### src/nttpb_pkg.sv
// Shared types and constants for the numeric text to packed BCD converter.
// No dependencies; imported by every module of the block.
`timescale 1ns / 1ps

package nttpb_pkg;

  // Nibble codes for the non-digit elements of a number
  localparam logic [3:0] NIB_MINUS = 4'd10;
  localparam logic [3:0] NIB_POINT = 4'd11;
  localparam logic [3:0] NIB_EXP   = 4'd12;
  localparam logic [3:0] NIB_SLASH = 4'd13;
  localparam logic [3:0] NIB_END   = 4'd15;

  // ASCII codes that the parser recognizes
  localparam logic [7:0] CH_NUL   = 8'd0;
  localparam logic [7:0] CH_TAB   = 8'd9;
  localparam logic [7:0] CH_CR    = 8'd13;
  localparam logic [7:0] CH_SPACE = 8'd32;
  localparam logic [7:0] CH_PLUS  = 8'd43;
  localparam logic [7:0] CH_MINUS = 8'd45;
  localparam logic [7:0] CH_POINT = 8'd46;
  localparam logic [7:0] CH_SLASH = 8'd47;
  localparam logic [7:0] CH_ZERO  = 8'd48;
  localparam logic [7:0] CH_NINE  = 8'd57;
  localparam logic [7:0] CH_UPPER_E = 8'd69;
  localparam logic [7:0] CH_LOWER_E = 8'd101;

  // Parse phases
  typedef enum logic [2:0] {
    PH_WS,
    PH_INT,
    PH_FRAC,
    PH_EXPSIGN,
    PH_EXPDIG,
    PH_SLASH,
    PH_DEN,
    PH_DONE
  } phase_t;

  // Character class of one input transaction
  typedef struct packed {
    logic       is_digit;
    logic       is_space;
    logic       is_plus;
    logic       is_minus;
    logic       is_point;
    logic       is_exp;
    logic       is_slash;
    logic       is_nul;
    logic [3:0] digit;
  } char_class_t;

  // One result transaction
  typedef struct packed {
    logic [7:0] packed_byte;
    logic       byte_valid;
    logic       number_done;
    logic       no_digit_error;
  } result_t;

endpackage

### src/nttpb_classify.sv
// Character classifier: decodes one ASCII code into the classes the parser uses.
// Depends on nttpb_pkg.
`timescale 1ns / 1ps

module nttpb_classify (
  input  logic [7:0]                char_code,
  output nttpb_pkg::char_class_t    char_class
);
  import nttpb_pkg::*;

  // Compare against each recognized code; digit value is the low nibble of c - '0'
  always_comb begin
    char_class.is_digit = (char_code >= CH_ZERO) && (char_code <= CH_NINE);
    char_class.is_space = (char_code == CH_SPACE) ||
                          ((char_code >= CH_TAB) && (char_code <= CH_CR));
    char_class.is_plus  = (char_code == CH_PLUS);
    char_class.is_minus = (char_code == CH_MINUS);
    char_class.is_point = (char_code == CH_POINT);
    char_class.is_exp   = (char_code == CH_UPPER_E) || (char_code == CH_LOWER_E);
    char_class.is_slash = (char_code == CH_SLASH);
    char_class.is_nul   = (char_code == CH_NUL);
    char_class.digit    = char_code[3:0] - CH_ZERO[3:0];
  end

endmodule

### src/nttpb_step.sv
// Parser state machine: phase, held nibble and digit flag, plus the byte packer.
// Depends on nttpb_pkg; takes classified characters from nttpb_classify.
`timescale 1ns / 1ps

module nttpb_step (
  input  logic                   clk,
  input  logic                   rst_n,
  input  logic                   step_en,
  input  nttpb_pkg::char_class_t char_class,
  output logic                   res_en,
  output nttpb_pkg::result_t     res
);
  import nttpb_pkg::*;

  phase_t     phase_r,   phase_nxt;
  logic [3:0] held_r,    held_nxt;
  logic       is_held_r, is_held_nxt;
  logic       seen_r,    seen_nxt;

  // Action decoded for the current character
  phase_t     act_phase;
  logic       act_add;
  logic [3:0] act_nib;
  logic       act_pair;
  logic       act_fin;
  logic       act_clear;
  logic       act_seen;

  // Decode the character against the phase
  always_comb begin
    act_phase = phase_r;
    act_add   = 1'b0;
    act_nib   = char_class.digit;
    act_pair  = 1'b0;
    act_fin   = 1'b0;
    act_clear = 1'b0;
    act_seen  = 1'b0;
    unique case (phase_r)
      PH_WS, PH_INT: begin
        if (phase_r == PH_WS && char_class.is_space) begin
          act_phase = PH_WS;
        end else if (phase_r == PH_WS && char_class.is_plus) begin
          act_phase = PH_INT;
        end else if (phase_r == PH_WS && char_class.is_minus) begin
          act_phase = PH_INT;
          act_add   = 1'b1;
          act_nib   = NIB_MINUS;
        end else begin
          // integer part; whitespace phase falls into it
          act_phase = PH_INT;
          if (char_class.is_digit) begin
            act_seen = 1'b1;
            act_add  = 1'b1;
          end else if (char_class.is_point) begin
            act_phase = PH_FRAC;
            act_add   = 1'b1;
            act_nib   = NIB_POINT;
          end else if (char_class.is_exp) begin
            act_phase = PH_EXPSIGN;
            act_add   = 1'b1;
            act_nib   = NIB_EXP;
          end else if (char_class.is_slash && seen_r) begin
            act_phase = PH_SLASH;
          end else begin
            act_fin = 1'b1;
          end
        end
      end
      PH_FRAC: begin
        if (char_class.is_digit) begin
          act_seen = 1'b1;
          act_add  = 1'b1;
        end else if (char_class.is_exp) begin
          act_phase = PH_EXPSIGN;
          act_add   = 1'b1;
          act_nib   = NIB_EXP;
        end else begin
          act_fin = 1'b1;
        end
      end
      PH_EXPSIGN: begin
        if (char_class.is_plus) begin
          act_phase = PH_EXPDIG;
        end else if (char_class.is_minus) begin
          act_phase = PH_EXPDIG;
          act_add   = 1'b1;
          act_nib   = NIB_MINUS;
        end else if (char_class.is_digit) begin
          act_phase = PH_EXPDIG;
          act_add   = 1'b1;
        end else begin
          act_fin = 1'b1;
        end
      end
      PH_EXPDIG, PH_DEN: begin
        if (char_class.is_digit) begin
          act_add = 1'b1;
        end else begin
          act_fin = 1'b1;
        end
      end
      PH_SLASH: begin
        if (char_class.is_digit) begin
          act_phase = PH_DEN;
          act_pair  = 1'b1;
        end else begin
          act_fin = 1'b1;
        end
      end
      PH_DONE: begin
        act_clear = char_class.is_nul;
      end
      default: begin
        act_clear = char_class.is_nul;
      end
    endcase
  end

  // Next state
  always_comb begin
    phase_nxt   = act_phase;
    held_nxt    = held_r;
    is_held_nxt = is_held_r;
    seen_nxt    = seen_r | act_seen;
    if (act_add) begin
      held_nxt    = is_held_r ? 4'd0 : act_nib;
      is_held_nxt = ~is_held_r;
    end else if (act_pair) begin
      // slash plus digit: a held nibble closes with the slash and the digit is held
      held_nxt = is_held_r ? char_class.digit : held_r;
    end
    if (act_fin) begin
      phase_nxt   = PH_DONE;
      held_nxt    = 4'd0;
      is_held_nxt = 1'b0;
    end
    if (act_clear || (act_fin && char_class.is_nul)) begin
      phase_nxt   = PH_WS;
      held_nxt    = 4'd0;
      is_held_nxt = 1'b0;
      seen_nxt    = 1'b0;
    end
  end

  // Result for the current character
  always_comb begin
    res_en             = 1'b0;
    res.packed_byte    = 8'd0;
    res.byte_valid     = 1'b0;
    res.number_done    = 1'b0;
    res.no_digit_error = 1'b0;
    if (act_add && is_held_r) begin
      res_en          = 1'b1;
      res.packed_byte = {held_r, act_nib};
      res.byte_valid  = 1'b1;
    end else if (act_pair) begin
      res_en          = 1'b1;
      res.packed_byte = is_held_r ? {held_r, NIB_SLASH} : {NIB_SLASH, char_class.digit};
      res.byte_valid  = 1'b1;
    end else if (act_fin) begin
      res_en             = 1'b1;
      res.packed_byte    = is_held_r ? {held_r, NIB_END} : 8'd0;
      res.byte_valid     = is_held_r;
      res.number_done    = 1'b1;
      res.no_digit_error = ~seen_r;
    end
  end

  // Advance the state on each accepted transaction
  always_ff @(posedge clk) begin
    if (!rst_n) begin
      phase_r   <= PH_WS;
      held_r    <= 4'd0;
      is_held_r <= 1'b0;
      seen_r    <= 1'b0;
    end else if (step_en) begin
      phase_r   <= phase_nxt;
      held_r    <= held_nxt;
      is_held_r <= is_held_nxt;
      seen_r    <= seen_nxt;
    end
  end

endmodule

### src/nttpb_out_reg.sv
// Result register: holds one result transaction until the consumer takes it.
// Depends on nttpb_pkg.
`timescale 1ns / 1ps

module nttpb_out_reg (
  input  logic               clk,
  input  logic               rst_n,
  input  logic               load,
  input  nttpb_pkg::result_t res,
  output logic               free,
  output logic               out_valid,
  input  logic               out_ready,
  output nttpb_pkg::result_t out_res
);
  import nttpb_pkg::*;

  logic    valid_r, valid_nxt;
  result_t res_r;

  // Slot is free when empty or being drained this cycle
  assign free = ~valid_r | out_ready;

  // Hold until taken, refill on load
  always_comb begin
    valid_nxt = valid_r;
    if (out_ready) begin
      valid_nxt = 1'b0;
    end
    if (load) begin
      valid_nxt = 1'b1;
    end
  end

  always_ff @(posedge clk) begin
    if (!rst_n) begin
      valid_r <= 1'b0;
    end else begin
      valid_r <= valid_nxt;
    end
  end

  always_ff @(posedge clk) begin
    if (load) begin
      res_r <= res;
    end
  end

  assign out_valid = valid_r;
  assign out_res   = res_r;

endmodule

### src/numeric_text_to_packed_bcd.sv
// Top level of the numeric text to packed BCD converter.
// Depends on nttpb_pkg, nttpb_classify, nttpb_step and nttpb_out_reg.
`timescale 1ns / 1ps

// Reads number text one ASCII character per transaction (code 0 ends a string)
// and emits packed BCD bytes, two nibbles each, first nibble in bits 7..4:
// digits 0-9, minus 10, point 11, exponent 12, slash 13, end mark 15. Each
// character is decoded and the parser state updated in the cycle it is
// accepted, so one character is taken per clock; the single result register
// sets the rate when the consumer stalls, since a new character is accepted
// only while that register is empty or being drained. A result appears on
// the output in the cycle after the character causing it. The result that
// closes a number carries number_done, and no_digit_error when the mantissa
// had no digit; characters after it are dropped up to the terminator.
module numeric_text_to_packed_bcd (
  input  logic       clk,
  input  logic       rst_n,
  input  logic       in_valid,
  output logic       in_ready,
  input  logic [7:0] in_char_code,
  output logic       out_valid,
  input  logic       out_ready,
  output logic [7:0] out_packed_byte,
  output logic       out_byte_valid,
  output logic       out_number_done,
  output logic       out_no_digit_error
);
  import nttpb_pkg::*;

  char_class_t char_class;
  result_t     step_res;
  result_t     out_res;
  logic        step_en;
  logic        res_en;
  logic        slot_free;

  // Accept a transaction whenever the result slot can take its output
  assign in_ready = slot_free;
  assign step_en  = in_valid & in_ready;

  nttpb_classify u_classify (
    .char_code  (in_char_code),
    .char_class (char_class)
  );

  nttpb_step u_step (
    .clk        (clk),
    .rst_n      (rst_n),
    .step_en    (step_en),
    .char_class (char_class),
    .res_en     (res_en),
    .res        (step_res)
  );

  nttpb_out_reg u_out_reg (
    .clk       (clk),
    .rst_n     (rst_n),
    .load      (step_en & res_en),
    .res       (step_res),
    .free      (slot_free),
    .out_valid (out_valid),
    .out_ready (out_ready),
    .out_res   (out_res)
  );

  assign out_packed_byte    = out_res.packed_byte;
  assign out_byte_valid     = out_res.byte_valid;
  assign out_number_done    = out_res.number_done;
  assign out_no_digit_error = out_res.no_digit_error;

endmodule

### config.mk
export PLATFORM = sky130hd
export DESIGN_NAME = numeric_text_to_packed_bcd
export DESIGN_NICKNAME = d
export VERILOG_FILES = /design/src/nttpb_pkg.sv /design/src/nttpb_classify.sv /design/src/nttpb_step.sv /design/src/nttpb_out_reg.sv /design/src/numeric_text_to_packed_bcd.sv
export SDC_FILE = /design/constraint.sdc
export NUM_CORES = 1
export LEC_CHECK = 0
export BUFFER_PORTS_ARGS = -buffer_cell sky130_fd_sc_hd__buf_2
export CAP_MARGIN = 20
export CORE_UTILIZATION = 40
export CTS_BUF_LIST = sky130_fd_sc_hd__clkbuf_16
export CTS_CLUSTER_SIZE = 40
export DETAILED_ROUTE_END_ITERATION = 10
export PLACE_DENSITY_LB_ADDON = 0.15
export SYNTH_ARGS = -nofsm -noshare
export SYNTH_HDL_FRONTEND = slang
export SYNTH_HIERARCHICAL = 1
export SYNTH_SLANG_ARGS = --single-unit
### constraint.sdc
create_clock -name clk -period 3.3 [get_ports clk]
set_input_delay 0 -clock clk [delete_from_list [all_inputs] [get_ports clk]]
set_output_delay 0 -clock clk [all_outputs]
set_load 0.05 [all_outputs]
==> results of run 1 <==
-- stage by stage --
stage                     hold slack, ns  util (%)  instances
final                            0.03915     48.55        260
after global routing             0.04452     48.55        260
after CTS                        0.03311     48.55        260
after detailed placement          0.3020     46.43        256
after global placement            0.2981     46.43        256
after floorplan                   0.1498         -        191
-- registers in the layout, indices dropped and copies added, names as in the netlist --
register,flops
u_out_reg/out_res,11
u_step/phase_r,3
u_step/seen_r,1
u_step/is_held_r,1
u_step/held_r,4
u_out_reg/out_valid,1
-- synth_stat cells, types with 3 or more instances --
master	instances
sky130_fd_sc_hd__nand2_1	15
sky130_fd_sc_hd__and3_1	3
sky130_fd_sc_hd__nor2_1	19
sky130_fd_sc_hd__a311oi_1	4
sky130_fd_sc_hd__inv_1	11
sky130_fd_sc_hd__nand3_1	9
sky130_fd_sc_hd__edfxtp_1	11
sky130_fd_sc_hd__o21ai_0	10
sky130_fd_sc_hd__buf_4	4
sky130_fd_sc_hd__clkbuf_1	3
sky130_fd_sc_hd__o22ai_1	7
sky130_fd_sc_hd__nor2b_1	9
sky130_fd_sc_hd__dfxtp_1	10
sky130_fd_sc_hd__o41ai_1	5
sky130_fd_sc_hd__buf_2	3
sky130_fd_sc_hd__a21oi_1	17
sky130_fd_sc_hd__nor3_1	7
-- final timing paths --
check,start,end,slack (ns),cells after the start
setup / recovery,in_char_code[7],u_out_reg/out_res[10]$_DFFE_PP_,0.55,11
hold reg to reg,u_step/held_r[2]$_SDFFE_PN0P_,u_step/held_r[2]$_SDFFE_PN0P_,0.48,2
setup reg to reg,u_step/phase_r[0]$_SDFFE_PN0P_,u_out_reg/out_res[10]$_DFFE_PP_,0.66,7
hold / removal,out_ready,u_out_reg/out_valid$_SDFFE_PN0P_,0.04,3
-- cell type report --
type	count	area, sq um	area share (%)
tap	48	60.06	3.329
multi-input combinational	147	935.9	51.87
sequential	21	530.5	29.40
inverter	11	41.29	2.288
clock inverter	1	3.754	0.2080
clock buffer	3	75.07	4.161
timing repair buffer	29	157.7	8.738
-- report_power, final --
| part | total, W | internal, W | leakage, nW | switching [W] |
|---|---|---|---|---|
| Clock | 0.000248 | 0.000161 | 0.0423 | 0.0000871 |
| Combinational | 0.000563 | 0.000166 | 0.455 | 0.000397 |
| Sequential | 0.000411 | 0.000351 | 0.189 | 0.0000598 |
-- logic make-up (layout without fill, tap and decap cells) --
| family | after synthesis | in the layout |
|---|---|---|
| and+or+nand+nor | 82 | 82 |
| AOI/OAI and AO/OA | 64 | 64 |
| buffers and inverters | 23 | 44 |
| DFF | 21 | 21 |
| muxes | 1 | 1 |
-- routing by layer --
layer | track usage, % | up-vias | share of wire (%)
met3 | 4.401 | 5 | 7.4
li1 | - | 758 | -
met1 | 28.10 | 700 | 47
met2 | 29.56 | 64 | 44
met4 | 6.667 | 0 | 0.99
met5 | 0 | - | 0
-- critical path, stage by stage --
cell                       delay, ns
sky130_fd_sc_hd__buf_2          0.12
sky130_fd_sc_hd__or4_4          0.54
sky130_fd_sc_hd__or4b_1         0.49
sky130_fd_sc_hd__o221ai_1       0.14
sky130_fd_sc_hd__nor3_1         0.09
sky130_fd_sc_hd__o21ai_0        0.38
sky130_fd_sc_hd__o311ai_4       0.21
sky130_fd_sc_hd__a21o_1         0.26
sky130_fd_sc_hd__nand2b_1       0.15
sky130_fd_sc_hd__and3_1         0.17
sky130_fd_sc_hd__buf_4          0.18
==> results.json, run 1 <==
{
  "route.antenna.remaining_nets": 0,
  "grt_antenna_before_repair": 0,
  "timing.hold.worst.class": "primary input to flip-flop",
  "syn_inst": 191,
  "clkTransAtPathRegs_ns": 0.05,
  "drt_iter0_drc": 173,
  "period_minus_slack_ns": 2.754,
  "run_status": "complete, no violations",
  "timing.max_slew.rel_slack_pct": 51.62,
  "worstSetupPathType": "primary input to flip-flop",
  "totalPowerFinal_w": 0.001222,
  "fin_crit_sh_pct": 83.45,
  "worst_slew_pin_slew_ns": 0.7246,
  "unrepaired_setup_endpoints_after_global_routing": "no",
  "finalClockSkew_ns": 0.001736,
  "drc": 0,
  "crit_arrival_ns": 2.76,
  "floorplan.initialDensity_pct": 42.49,
  "detailedRoute.firstPassIterationCount": 4,
  "cts.htree.levels": 1,
  "synthArstFlopShare_pct": 0,
  "post_dp_cell_area_sq_um": 1725,
  "floorplan.die.height_um": 64.83,
  "synth_area_per_cell_sq_um": 8.267,
  "top_library_cells_by_usage_in_the_layout_fill_and_taps_aside": "sky130_fd_sc_hd__buf_2, sky130_fd_sc_hd__nor2_1, sky130_fd_sc_hd__a21oi_1",
  "post-cts-setup-buffers": 0,
  "finalMaxSlewViolations": 0,
  "tritoncts": "built",
  "yosys-mux-area-fraction_pct": 0.7132,
  "post_synth_xor_area_fraction_pct": 0,
  "power_leakage_nw": 0.6862,
  "floorplan.core_area_sq_um": 3716,
  "finalHoldViolCount": 0,
  "synthSimpleGateAreaFrac_pct": 27.97,
  "dp_worst_setup_slack_ns": 0.3512,
  "grt_start_max_net_pins": 22,
  "cts_hold_buffers": 0,
  "vdd_ir_drop_max_v": 0.0002896,
  "combinational_family_with_the_most_area_after_synthesis": "compound AO/OA/AOI/OAI gates",
  "post-synth-top-area-fraction_pct": 20.92,
  "critPathLaunchType": "primary input",
  "synth_edf_count": 11,
  "finalInstanceArea_sq_um": 1804,
  "place.detailed.hpwl_um": 2915,
  "setup-tns-final_ns": 0,
  "yosysWarnings": 6,
  "placer_congestion": 0.9166,
  "mostFrequentLayoutCell": "sky130_fd_sc_hd__buf_2",
  "grt.total_usage_pct": 19.88,
  "compound_cell_area_share_of_the_yosys_netlist_pct": 30.59,
  "count_of_port_buffers_added_during_placement": 24,
  "synth_fa_ha_area_share_pct": 0,
  "synth_largest_area_cell": "sky130_fd_sc_hd__edfxtp_1",
  "fp.dieArea_sq_um": 4203,
  "synth.ff_latch_count": 21,
  "cts_num_sinks": 21,
  "final_layout_size_suffix_gt1_share_pct": 21.23,
  "cts_root_buf": "sky130_fd_sc_hd__clkbuf_16",
  "report.final.setup_viol": 0,
  "setup.worst_path.end_class": "flip-flop",
  "num_io_pins": 25,
  "fin_nets": 225,
  "synth.lib_cells_used.distinct": 51,
  "ys_dominant_reg_cell": "sky130_fd_sc_hd__edfxtp_1",
  "crit_fanout": 12,
  "yosysSeqAreaShare_pct": 33.60,
  "syn_to_final_growth_pct": 14.26,
  "vias_per_cell": 5.873,
  "detail_routed_net_length_per_standard_cell_um": 15.14,
  "insertion_delay_ns": 0.25,
  "synthTopCellsByArea": "sky130_fd_sc_hd__edfxtp_1, sky130_fd_sc_hd__dfxtp_1, sky130_fd_sc_hd__a21oi_1",
  "antenna_cells": 0,
  "vias": 1527,
  "powerDensity_nw_per_um2": 677.5,
  "first_global_vias": 1398,
  "route.final.wire_length_um": 3937,
  "placementRows": 22,
  "worst_ep_required_time_ns": 3.30,
  "synthesis.nets": 203,
  "grt_pass1_wl_um": 6444,
  "timing.max_cap.violations": 0,
  "final_critical_path_setup_slack_ns": 0.5463,
  "cts_made_buffers": 3,
  "synthesis.area_sq_um": 1579,
  "fmaxAchievable_ghz": 0.3631,
  "grt_overflow": 0,
  "clock_tree.buffer_depth": 2,
  "cts-resized-gates": 0,
  "num-fill-cells": 382,
  "die_width_um": 64.83
}
Note: power is estimated with default switching activity, not from simulation.
==> run 2: changes to the inputs <==
==> constraint.sdc (replaced) <==
create_clock -name clk -period 2.6 [get_ports clk]
set_input_delay 0 -clock clk [delete_from_list [all_inputs] [get_ports clk]]
set_output_delay 0 -clock clk [all_outputs]
set_load 0.05 [all_outputs]
==> run 2 against run 1 <==
Routed wire length grew 7.1%; setup slack got worse by 0.40 ns; core utilization increased by 4.4 points; design area up 9.1%; flip-flop and latch count is the same; clock skew rose by 0.0045 ns; count of clock-buffer cells in the layout unchanged; largest cell class unchanged; largest power group unchanged; highest routed layer unchanged.
==> results.json, run 2 (synthesized netlist as in run 1, its figures left out) <==
{
  "final-seq-area_sq_um": 530.5,
  "floorplan.initialDensity_pct": 42.49,
  "worst_ep_required_time_ns": 2.60,
  "finalMaxSlewViolations": 0,
  "num-fill-cells": 356,
  "count_of_port_buffers_added_during_placement": 24,
  "busiest_layer": "met2",
  "timing.hold.worst.class": "primary input to flip-flop",
  "grt_pass1_wl_um": 6913,
  "fp.dieArea_sq_um": 4203,
  "finalHoldViolCount": 0,
  "place.detailed.hpwl_um": 3189,
  "vias": 1633,
  "fmaxAchievable_ghz": 0.4073,
  "worstSetupPathType": "primary input to flip-flop",
  "finalInstanceArea_sq_um": 1968,
  "final_critical_path_setup_slack_ns": 0.1446,
  "antenna_cells": 0,
  "final_layout_size_suffix_gt1_share_pct": 29.18,
  "vias_per_cell": 5.811,
  "tritoncts": "built",
  "worst_slew_pin_slew_ns": 0.4986,
  "largest_register_ffs": 11,
  "vdd_ir_drop_max_v": 0.0004928,
  "reg2reg_slack_ns": 0.38,
  "floorplan.die.height_um": 64.83,
  "top_library_cells_by_usage_in_the_layout_fill_and_taps_aside": "sky130_fd_sc_hd__buf_4, sky130_fd_sc_hd__buf_2, sky130_fd_sc_hd__nor2_1",
  "grt_overflow": 0,
  "cts-resized-gates": 0,
  "first_global_vias": 1450,
  "insertion_delay_ns": 0.25,
  "floorplan.core_area_sq_um": 3716,
  "clock_tree.buffer_depth": 2,
  "die_width_um": 64.83,
  "powerDensity_nw_per_um2": 837.6,
  "multi_input_comb_area_sq_um": 942.2,
  "num_io_pins": 25,
  "drt_iter0_drc": 186,
  "crit_arrival_ns": 2.46,
  "report.final.setup_viol": 0,
  "dp_worst_setup_slack_ns": -0.1634,
  "setup-tns-final_ns": 0,
  "run_status": "complete, no violations",
  "cts_hold_buffers": 0,
  "finalClockSkew_ns": 0.006188,
  "clkTransAtPathRegs_ns": 0.06,
  "met1_usage_pct": 28.65,
  "cts_root_buf": "sky130_fd_sc_hd__clkbuf_16",
  "critPathLaunchType": "primary input",
  "grt_start_max_net_pins": 20,
  "route.final.wire_length_um": 4215,
  "cts_made_buffers": 3,
  "detail_routed_net_length_per_standard_cell_um": 15.00,
  "syn_to_final_growth_pct": 24.64,
  "fin_crit_sh_pct": 94.44,
  "detailedRoute.firstPassIterationCount": 5,
  "period_minus_slack_ns": 2.455,
  "setup.worst_path.end_class": "flip-flop",
  "post-cts-setup-buffers": 0,
  "timing.max_slew.rel_slack_pct": 66.45,
  "drc": 0,
  "fin_nets": 246,
  "grt.total_usage_pct": 20.92,
  "unrepaired_setup_endpoints_after_global_routing": "no",
  "crit_fanout": 5,
  "cts.htree.levels": 1,
  "grt_antenna_before_repair": 0,
  "mostFrequentLayoutCell": "sky130_fd_sc_hd__buf_4",
  "cts_num_sinks": 21,
  "placementRows": 22,
  "route.antenna.remaining_nets": 0,
  "post_dp_cell_area_sq_um": 1888,
  "global_route_track_usage_on_met3_pct": 2.993,
  "placer_congestion": 0.8924,
  "timing.max_cap.violations": 0,
  "power_leakage_nw": 0.7901,
  "met2_usage_pct": 34.11
}
run 2: final cells by class:
| type | instances | area share (%) |
|---|---|---|
| multi-input cells | 147 | 47.87 |
| clock inverters | 1 | 0.1907 |
| repair buffers | 50 | 16.02 |
| inverters | 11 | 2.098 |
| clock buffers | 3 | 3.814 |
| flip-flops and latches | 21 | 26.95 |
| well taps | 48 | 3.051 |
run 2: metal layers:
metal	vias to the layer above	part of all wire, %
li1	799	-
met1	756	43
met2	72	49
met3	6	7.1
met4	0	1.4
met5	-	0
run 2: where the power goes:
| part | internal, W | switching (W) |
|---|---|---|
| registers | 0.000445 | 0.0000454 |
| clock network | 0.000204 | 0.000107 |
| logic | 0.000283 | 0.000564 |
| total | 0.000933 | 0.000716 |
run 2: critical path, cell delays in order:
cell	delay [ns]
sky130_fd_sc_hd__buf_2	0.11
sky130_fd_sc_hd__or4_4	0.53
sky130_fd_sc_hd__or4b_1	0.47
sky130_fd_sc_hd__o221ai_1	0.13
sky130_fd_sc_hd__o21bai_1	0.13
sky130_fd_sc_hd__buf_4	0.17
sky130_fd_sc_hd__o21ai_0	0.12
sky130_fd_sc_hd__o22ai_1	0.15
sky130_fd_sc_hd__a21oi_1	0.27
sky130_fd_sc_hd__a21oi_1	0.11
sky130_fd_sc_hd__mux2_2	0.27
run 2: final timing paths:
kind / startpoint / endpoint / depth (start not counted)
setup / recovery: in_char_code[7] / u_out_reg/out_res[4]$_DFFE_PP_ / 11
hold / removal: out_ready / u_out_reg/out_valid$_SDFFE_PN0P_ / 3
setup reg to reg: u_step/phase_r[2]$_SDFFE_PN0P_ / u_out_reg/out_res[1]$_DFFE_PP_ / 5
hold reg to reg: u_step/held_r[2]$_SDFFE_PN0P_ / u_step/held_r[2]$_SDFFE_PN0P_ / 2
run 2: stage by stage:
| step | power, W | hold WS [ns] | cells | utilization, % |
|---|---|---|---|---|
| global placement | 0.001312 | 0.2968 | 277 | 50.81 |
| global route | 0.001732 | 0.05030 | 281 | 52.96 |
| floorplan | 0.001080 | 0.1498 | 191 | - |
| detailed placement | 0.001325 | 0.3053 | 277 | 50.81 |
| finish | 0.001649 | 0.04113 | 281 | 52.96 |
| CTS | 0.001646 | 0.04249 | 281 | 52.93 |
